[config.mk]
export PLATFORM = sky130hd
export DESIGN_NAME = sasc_lru_update
export DESIGN_NICKNAME = d
export VERILOG_FILES = /design/src/rtl/sasc_pkg.sv /design/src/rtl/sasc_lru_update.sv
export SDC_FILE = /design/constraint.sdc
export NUM_CORES = 1
export LEC_CHECK = 0
export BUFFER_PORTS_ARGS = -buffer_cell sky130_fd_sc_hd__buf_2
export CELL_PAD_IN_SITES_DETAIL_PLACEMENT = 0
export CELL_PAD_IN_SITES_GLOBAL_PLACEMENT = 2
export CORE_AREA = 5 5 222 224
export DETAILED_ROUTE_END_ITERATION = 16
export DIE_AREA = 0 0 227 229
export PLACE_DENSITY_LB_ADDON = 0.25
export SLEW_MARGIN = 25
export SYNTH_ARGS = -nofsm -noshare
export SYNTH_HDL_FRONTEND = slang
export SYNTH_SLANG_ARGS = --single-unit
[constraint.sdc]
create_clock -name vclk -period 20.7
set_input_delay 1.035 -clock vclk [all_inputs]
set_output_delay 1.035 -clock vclk [all_outputs]
set_load 0.02 [all_outputs]
[src/rtl/sasc_pkg.sv]
// Shared types, codes and helpers for the set-associative LRU cache model.
package sasc_pkg;

    localparam int CNT_W      = 32;
    localparam int CFG_SET_W  = 3;
    localparam int CFG_BLK_W  = 5;
    localparam int CFG_WAY_W  = 4;
    localparam int CFG_DATA_W = 5;
    localparam int CFG_IDX_W  = 2;

    // Configuration register indexes.
    localparam logic [CFG_IDX_W-1:0] REG_SET_BITS    = 2'd0;
    localparam logic [CFG_IDX_W-1:0] REG_BLOCK_BITS  = 2'd1;
    localparam logic [CFG_IDX_W-1:0] REG_WAYS_IN_USE = 2'd2;

    // Request types.
    localparam logic [1:0] REQ_IFETCH = 2'd0;
    localparam logic [1:0] REQ_LOAD   = 2'd1;
    localparam logic [1:0] REQ_STORE  = 2'd2;
    localparam logic [1:0] REQ_MODIFY = 2'd3;

    // Outcome codes of the first access.
    localparam logic [1:0] OUT_HIT   = 2'd0;
    localparam logic [1:0] OUT_FILL  = 2'd1;
    localparam logic [1:0] OUT_EVICT = 2'd2;
    localparam logic [1:0] OUT_NONE  = 2'd3;

    // Classification of one lookup, exactly one bit set.
    typedef struct packed {
        logic hit;
        logic fill;
        logic evict;
    } sasc_access_t;

    // Adds zero, one or two to a total and sticks at all ones.
    function automatic logic [CNT_W-1:0] sat_add(input logic [CNT_W-1:0] a,
                                                 input logic [1:0] inc);
        logic [CNT_W:0] sum;
        sum = {1'b0, a} + {{(CNT_W-1){1'b0}}, inc};
        return sum[CNT_W] ? {CNT_W{1'b1}} : sum[CNT_W-1:0];
    endfunction

endpackage

[src/rtl/sasc_lru_update.sv]
// Tag compare, victim choice and recency update for one set row.
module sasc_lru_update #(
    parameter int WAYS  = 8,
    parameter int TAG_W = 30,
    parameter int REC_W = 3,
    parameter int NW    = 4
) (
    input  logic [WAYS*(1+TAG_W+REC_W)-1:0] row_in,
    input  logic [TAG_W-1:0]                tag,
    input  logic [NW-1:0]                   n_eff,
    output logic [WAYS*(1+TAG_W+REC_W)-1:0] row_out,
    output sasc_pkg::sasc_access_t          access
);
    import sasc_pkg::*;

    localparam int LINE_W = 1 + TAG_W + REC_W;
    localparam int WI_W   = (WAYS > 1) ? $clog2(WAYS) : 1;
    localparam logic [REC_W-1:0] REC_MAX = REC_W'(WAYS - 1);

    logic [WAYS-1:0]  valid;
    logic [WAYS-1:0]  in_use;
    logic [TAG_W-1:0] tags [WAYS];
    logic [REC_W-1:0] rec  [WAYS];
    logic             hit_found;
    logic             free_found;
    logic [WI_W-1:0]  hit_way;
    logic [WI_W-1:0]  free_way;
    logic [WI_W-1:0]  victim;
    logic [REC_W-1:0] oldest;
    logic [WI_W-1:0]  sel_way;
    logic [REC_W-1:0] old_rank;
    logic             age_all;

    always_comb
    begin
        for (int w = 0; w < WAYS; w++)
        begin
            valid[w]  = row_in[w*LINE_W + LINE_W - 1];
            tags[w]   = row_in[w*LINE_W + REC_W +: TAG_W];
            rec[w]    = row_in[w*LINE_W +: REC_W];
            in_use[w] = (w < int'(n_eff));
        end
    end

    // Lowest-numbered matching way and lowest-numbered empty way.
    always_comb
    begin
        hit_found  = 1'b0;
        free_found = 1'b0;
        hit_way    = '0;
        free_way   = '0;
        for (int w = WAYS - 1; w >= 0; w--)
        begin
            if (in_use[w] && valid[w] && (tags[w] == tag))
            begin
                hit_found = 1'b1;
                hit_way   = WI_W'(w);
            end
            if (in_use[w] && !valid[w])
            begin
                free_found = 1'b1;
                free_way   = WI_W'(w);
            end
        end
    end

    // Oldest way; ties go to the lowest number.
    always_comb
    begin
        oldest = rec[0];
        victim = '0;
        for (int w = 1; w < WAYS; w++)
        begin
            if (in_use[w] && (rec[w] > oldest))
            begin
                oldest = rec[w];
                victim = WI_W'(w);
            end
        end
    end

    always_comb
    begin
        access.hit   = hit_found;
        access.fill  = !hit_found && free_found;
        access.evict = !hit_found && !free_found;
        if (hit_found)
        begin
            sel_way  = hit_way;
            old_rank = rec[hit_way];
            age_all  = 1'b0;
        end
        else if (free_found)
        begin
            sel_way  = free_way;
            old_rank = '0;
            age_all  = 1'b1;
        end
        else
        begin
            sel_way  = victim;
            old_rank = oldest;
            age_all  = 1'b0;
        end
    end

    always_comb
    begin
        row_out = row_in;
        for (int w = 0; w < WAYS; w++)
        begin
            if (WI_W'(w) == sel_way)
            begin
                row_out[w*LINE_W + LINE_W - 1]  = 1'b1;
                row_out[w*LINE_W + REC_W +: TAG_W] = tag;
                row_out[w*LINE_W +: REC_W]     = '0;
            end
            else if (in_use[w] && valid[w] && (age_all || (rec[w] < old_rank))
                     && (rec[w] < REC_MAX))
            begin
                row_out[w*LINE_W +: REC_W] = rec[w] + REC_W'(1);
            end
        end
    end

endmodule

## Word level (Yosys, flattened, before mapping)

Cells that the tools add are included.

| word-level totals | value |
|---|---|
| register bits after elaboration | 0 |
| input bits | 306 |
| logic and storage cells | 203 |

| operators by class | value |
|---|---|
| $add $sub $neg | 8 |
| $lt $le $gt $ge | 32 |
| equality and inequality tests | 15 |
| mux-type cells | 79 |
| bitwise gates (word level) | 1 |
| reductions and logical operators | 68 |

Operator list:

| kind | count |
|---|---|
| 31-bit two-way mux | 8 |
| 30-bit equality test | 8 |
| 3-bit two-way mux | 51 |
| 1-bit logical AND | 49 |
| 3-bit by 1-bit adder with 3-bit output (second input constant) | 8 |
| 3-bit less-than comparator | 8 |
| 3-bit less-than comparator (second input constant) | 8 |
| 3-bit > comparator | 7 |
| 1-bit two-way mux | 19 |
| 3-bit by 4-bit less-than comparator with 1-bit output (first input constant) | 4 |
| 3-bit equality test (first input constant) | 4 |
| 1-bit logical NOT | 10 |
| 3-bit binary-select mux with 3-bit select | 1 |
| 1-bit logical OR | 8 |
| 1-bit by 4-bit less-than comparator with 1-bit output (first input constant) | 2 |
| 2-bit by 4-bit less-than comparator with 1-bit output (first input constant) | 2 |
| 2-bit by 3-bit equality test with 1-bit output (first input constant) | 2 |
| 4-bit greater-or-equal comparator (second input constant) | 1 |
| 3-bit NOT with 4-bit output | 1 |
| 1-bit by 3-bit equality test with 1-bit output (first input constant) | 1 |
| 3-bit logical NOT | 1 |

## Depth between registers and ports, before layout

Gate-level depths: netlist of run 1.

| logic depth | value |
|---|---|
| depth in word-level cells | 29 |
| depth in mapped cells | 59 |
| gate-level depth less buffers | 57 |

## Worst setup path after synthesis of run 1

OpenSTA, ideal clock, no wires.

| timing | value |
|---|---|
| path type | in2out |
| start | input port row_in[2] |
| end | output port row_out[137] |
| data arrival time | 10819 ps |
| slack | 8846 ps |
| cell stages on the path | 56 |
| cells stage by stage | inv_1 ha_1 nand2_1 o21ai_1 nand2_1 nand2_1 o21ai_0 ha_1 nor2_1 nand2_1 nand2_1 o221a_2 maj3_1 a21o_1 and2_1 ha_1 or3_1 o31ai_1 (+20 left out) nor2_1 a41oi_1 inv_1 ha_1 o21ai_0 nand2b_1 and3_1 nor2_1 a22oi_1 nor3_1 o31a_1 or2_1 buf_2 a31oi_1 a21oi_1 o2bb2ai_1 a21boi_0 o31ai_1 |

| between the ends | value |
|---|---|
| longest elaborated chain between the ends | 29 |

RTL lines:

| item | RTL line | RTL |
|---|---|---|
| from (decl) | sasc_lru_update.sv:8 | `input logic [WAYS*(1+TAG_W+REC_W)-1:0] row_in,` |
| 3-bit > comparator | sasc_lru_update.sv:74 | `if (in_use[w] && (rec[w] > oldest))` |
| 1-bit logical AND | sasc_lru_update.sv:74 |  |
| 3-bit two-way mux | sasc_lru_update.sv:74 |  |
| 3-bit > comparator | sasc_lru_update.sv:74 |  |
| 1-bit logical AND | sasc_lru_update.sv:74 |  |
| 3-bit two-way mux | sasc_lru_update.sv:74 |  |
| 3-bit > comparator | sasc_lru_update.sv:74 |  |
| 1-bit logical AND | sasc_lru_update.sv:74 |  |
| (+13 left out) | - |  |
| 3-bit two-way mux | sasc_lru_update.sv:93 | `else if (free_found)` |
| 3-bit two-way mux | sasc_lru_update.sv:87 | `if (hit_found)` |
| 3-bit less-than comparator | sasc_lru_update.sv:118 | `else if (in_use[w] && valid[w] && (age_all \|\| (rec[w] < old_rank))` |
| 1-bit logical OR | sasc_lru_update.sv:118 |  |
| 1-bit logical AND | sasc_lru_update.sv:118 |  |
| 1-bit logical AND | sasc_lru_update.sv:119 | `&& (rec[w] < REC_MAX))` |
| 3-bit two-way mux | sasc_lru_update.sv:118 |  |
| 3-bit two-way mux (*) | sasc_lru_update.sv:112 | `if (WI_W'(w) == sel_way)` |
| to (decl) | sasc_lru_update.sv:11 | `output logic [WAYS*(1+TAG_W+REC_W)-1:0] row_out,` |

Mark *: on every way between the ends. The rest lies on a longest branch, timed or not. The select of a mux whose other input is x is not followed.

## Worst setup path in the final report of run 1

| timing | value |
|---|---|
| start | input port row_in[2] |
| end | output port row_out[36] |

The elaborated chain is that of the path after synthesis.

==> qor.txt, run 1 <==
status: complete, no violations
post-CTS setup buffers: 0
layout cell share with drive strength beyond 1: 48.9%
Congestion Overflow GR: 0
Period minus WS final: 13.92 ns
vias in the first global route: 12,000
Avg Cell Area, Syn: 7.74 µm²
Netlist Area Pre-Place: 9170 µm²
initial antenna violation count: 33
first-pass GRT wire length: 93.5 mm
worst slew pin tran: 1.04 ns
port bufs: 581
# resized after CTS: 0
CP max FO: 12
post-synthesis cell type count: 88
DRT Pass-1 Iters: 5
fin nets: 1,994
FF+latch count: 0
drt total wl: 68.9 mm
commonest non-fill, non-tap cell in the layout: buf_2
Fin. Hold Viols: 0
die width: 227 µm
drt first-iter violations: 793
Post-Syn Instances: 1,185
pre-CTS setup slack: 6.95 ns
slew margin rel.: 30.5%
crit path buf inv count: 5
die height: 229 µm
hold buffers post-CTS: 0
wire length per cell: 30.0 µm
RSZ-0062 raised after global routing: false
sequential cell area: 0 µm²
placed cell count: 2,279
final cycle utilization of the critical path: 67.3%
sequential element share of the synthesized area: 0%
Pleak: 5.20 nW
DP Wirelength: 58.0 mm
Worst path max stage delay: 0.67 ns
commonest cells after routing, fill and taps aside: buf_2 (581), xnor2_1 (187), mux2_2 (187)
DRC Markers: 0
syn_nets: 1,512
Cell Pwr Density: 35.4 nW/µm²
total power: 0.438 mW
total core area: 47,100 µm²
critical path's slowest cell: nor2_1
synthesis-to-finish area growth: 35.2%
GP Congestion: 0.889
fin util: 26.3%
Peak supply drop: 0.0000245 V
vias per std cell: 5.12
Worst EP arrival: 12.89 ns
post-layout worst setup margin: 6.78 ns
Detail Route Antenna Nets: 0
Hold Path Class: in -> out
via count: 11,800
clk_buf instances: 0
final setup fails: 0
Ys Warns: 0
CP required: 19.67 ns
final std cells w/o fill: 2,294
Crit. End Element: primary output
Top Family by Delay on Critical Path: compound AO/OA/AOI/OAI gates
Setup TNS: 0 ns
# rows: 80
die area: 52,000 µm²
largest net degree at the start of global routing: 35
Max-cap violations: 0
Max Clock Freq: 71.8 MHz
Final Max Slew Viols: 0
Initial Util: 19.4%
GRT Util Overall: 24.7%
I/O pin cnt: 581
Worst path most repeated cell: ha_1
startpoint types: primary input
kind of critical path: in -> out
-- logic make-up (layout without fill, tap and decap cells) --
logic type / after synthesis / after routing / synth area share [%]
compound gates: 187 / 187 / 15.3
buf+inv: 146 / 626 / 7.82
fa+ha+maj: 24 / 24 / 3.21
simple gates: 339 / 339 / 20.3
other cells: 0 / 14 / 0
xor+xnor: 242 / 242 / 23.1
mux: 247 / 247 / 30.3
-- power by group --
group          switching, mW  internal, mW
clock                      0  0.0000000604
combinational          0.278         0.160
sequential                 0             0
total                  0.278         0.160
-- tightest hold or removal path, stage by stage --
cell and delay, ns:
buf_2 0.09, mux2_1 0.12, buf_2 0.15
-- worst paths after layout --
path / startpoint / to / slack (ns) / cells past startpoint
max: row_in[2] / row_out[36] / 6.78 / 56
min: row_in[260] / row_out[260] / 2.43 / 3
-- stage by stage --
stage	hold slack, ns	area, µm²
after global placement	2.44	12300
after detailed placement	2.43	12300
after floorplan	2.21	9170
after global routing	2.45	12400
final	2.43	12400
after CTS	2.43	12300
-- synth_stat cells, types with 7 or more instances --
cell type,n,share of area (%)
o31ai_1,9,0.74
a21o_1,7,0.57
nor2_1,46,1.9
nand4_1,79,5.4
nor4_1,41,2.8
nand3_1,26,1.4
xnor2_1,187,18
mux2_1,54,6.6
xor2_1,55,5.3
nand2_1,70,2.9
o21ai_0,29,1.6
inv_1,36,1.5
mux2_2,187,23
and2_1,8,0.55
o21ai_1,8,0.44
a21oi_1,25,1.4
ha_1,21,2.9
nor3_1,16,0.87
or2_2,7,0.48
o211ai_1,10,0.82
buf_2,92,5.0
or3_1,7,0.48
a31oi_1,10,0.68
-- routing by layer --
metal | routed length [µm] | vias up | global-route usage, %
met2 | 33800 | 531 | 43.6
met5 | 180 | - | 0
met4 | 2010 | 26 | 5.29
li1 | - | 5375 | -
met3 | 4440 | 106 | 5.02
met1 | 28500 | 5716 | 31.1
-- cell type report --
cell class,count,area (µm²)
inverter,37,139
timing repair buffer,589,2980
antenna,14,35.0
multi-input combinational,1039,8480
tap,615,769
fill,5332,34700
Power figures use the tool's default switching activity.
==> run 2, diff against run 1 <==
==> constraint.sdc (replaced) <==
create_clock -name vclk -period 11.7
set_input_delay 0.585 -clock vclk [all_inputs]
set_output_delay 0.585 -clock vclk [all_outputs]
set_load 0.02 [all_outputs]
==> qor.txt, run 2 (synthesized netlist as in run 1, its figures left out) <==
DRT Pass-1 Iters: 5 (unchanged)
DRC Markers: 0 (unchanged)
die width: 227 µm (unchanged)
commonest cells after routing, fill and taps aside: buf_2 (579), xnor2_1 (187), mux2_2 (187)
final setup fails: 0 (unchanged)
layout cell share with drive strength beyond 1: 52.1% (+3.1 points)
vias per std cell: 5.13 (about the same)
final std cells w/o fill: 2,335 (+1.8%)
initial antenna violation count: 24 (-27%)
Detail Route Antenna Nets: 0 (unchanged)
commonest non-fill, non-tap cell in the layout: buf_2
drt first-iter violations: 721 (-9.1%)
final cycle utilization of the critical path: 95.9%
kind of critical path: in -> out
Final Max Slew Viols: 0 (unchanged)
GRT Util Overall: 24.7% (-0.085 points)
port bufs: 581 (unchanged)
status: complete, no violations
die area: 52,000 µm² (unchanged)
Max Clock Freq: 89.2 MHz
placed cell count: 2,321 (+1.8%)
Max-cap violations: 0 (unchanged)
CP max FO: 7 (-5)
largest net degree at the start of global routing: 35 (unchanged)
clk_buf instances: 0 (unchanged)
die height: 229 µm (unchanged)
Worst EP arrival: 10.63 ns (-2.26 ns)
startpoint types: primary input
first-pass GRT wire length: 93.6 mm (+0.13%)
cell internal pwr: 0.319 mW (+99%)
Congestion Overflow GR: 0 (unchanged)
total core area: 47,100 µm² (unchanged)
FF+latch count: 0 (unchanged)
Gate power share: 100.0% (about the same)
DP Wirelength: 58.1 mm (+0.16%)
# rows: 80 (unchanged)
switching share of power: 61.3% (-2.1 points)
Initial Util: 19.4% (unchanged)
Cell Pwr Density: 63.4 nW/µm² (+79%)
wire length per cell: 29.5 µm (-1.9%)
Clk pwr share: 0% (unchanged)
drt total wl: 68.8 mm (-0.15%)
Fin. Hold Viols: 0 (unchanged)
critical path's slowest cell: a2111oi_4
Worst Hold End: row_out[260]
hold buffers post-CTS: 0 (unchanged)
Crit. End Element: primary output
CP required: 11.12 ns (-8.55 ns)
slew margin rel.: 30.3% (-0.16 points)
sequential cell area: 0 µm² (unchanged)
synthesis-to-finish area growth: 41.5%
hold path depth: 3 (unchanged)
Sw Pwr: 0.504 mW (+81%)
Pleak: 5.48 nW (+5.2%)
vias in the first global route: 12,200 (+2.1%)
Period minus WS final: 11.22 ns
GP Congestion: 0.890 (+0.12%)
via count: 12,000 (+1.9%)
sequential share of power: 0% (unchanged)
hold_sp: row_in[260]
I/O pin cnt: 581 (unchanged)
worst slew pin tran: 1.04 ns (-0.00711 ns)
fin nets: 2,040 (+2.3%)
Hold Path Class: in -> out
Worst path most repeated cell: ha_1
fillers: 5,300 (-0.60%)
Peak supply drop: 0.0000454 V (+85%)
final hold slack: 1.54 ns (-0.896 ns)
Worst path max stage delay: 0.38 ns (-0.29 ns)
## run 2: cell count changes in the layout (fill, tap and decap cells not counted), sizes merged
cell / change
buf: +45
diode: -5
clkbuf: +1
## run 2: what timing repair did
item                       CTS  global route
gates resized for setup      0            38
buffers inserted             0             5
setup endpoints to repair    0           271
## run 2: how the worst max path moves through the flow
stage / slack [ns] / start / end
final: 0.48 / row_in[34] / row_out[2]
after global routing: -0.03 / row_in[2] / row_out[137]
after CTS: 0.10 / row_in[2] / row_out[35]
after detailed placement: 0.15 / row_in[2] / row_out[172]
after global placement: 0.33 / row_in[2] / row_out[35]
after floorplan: 0.75 / row_in[2] / row_out[137]
## run 2: routing by layer
layer / global-route usage [%] / vias to the layer above / share of wire, %
met5: 0 / - / 0.20
met4: 5.42 / 24 / 2.9
met3: 4.37 / 96 / 6.0
met2: 43.5 / 497 / 49
met1: 31.2 / 5893 / 42
li1: - / 5464 / -
## run 2: critical path: cells and delay by family
kind	cells	cell delay, ns
buffers and inverters	7	0.91
and+or+nand+nor	23	2.69
AOI/OAI and AO/OA	20	3.89
adders and majority gates	9	2.52
## run 2: layout make-up
class	instances	area (µm²)	share of cell area (%)
multi-input cells	1039	8630	66.5
inverters	37	139	1.07
repair buffers	635	3420	26.3
well taps	615	769	5.93
diodes	9	22.5	0.174
## run 2: stage by stage
| step | TNS, ns | utilization [%] | area, µm² | setup WS (ns) | total power [mW] |
|---|---|---|---|---|---|
| detailed placement | 0 | 27.0 | 12800 | 0.145 | 0.801 |
| CTS | 0 | 27.0 | 12800 | 0.103 | 0.805 |
| floorplan | 0 | - | 9170 | 0.746 | 0.473 |
| global route | -0.101 | 27.5 | 13000 | -0.0344 | 0.871 |
| finish | 0 | 27.5 | 13000 | 0.484 | 0.823 |
| global placement | 0 | 27.0 | 12800 | 0.326 | 0.804 |
## run 2: power groups by stage
stage          clock network (mW)  registers, mW  logic [mW]
2_1_floorplan                   0              0       0.473
3_5_place_dp                    0              0       0.801
5_1_grt              0.0000000572              0       0.871
6_report              0.000000103              0       0.823
3_3_place_gp                    0              0       0.804
4_1_cts                         0              0       0.805
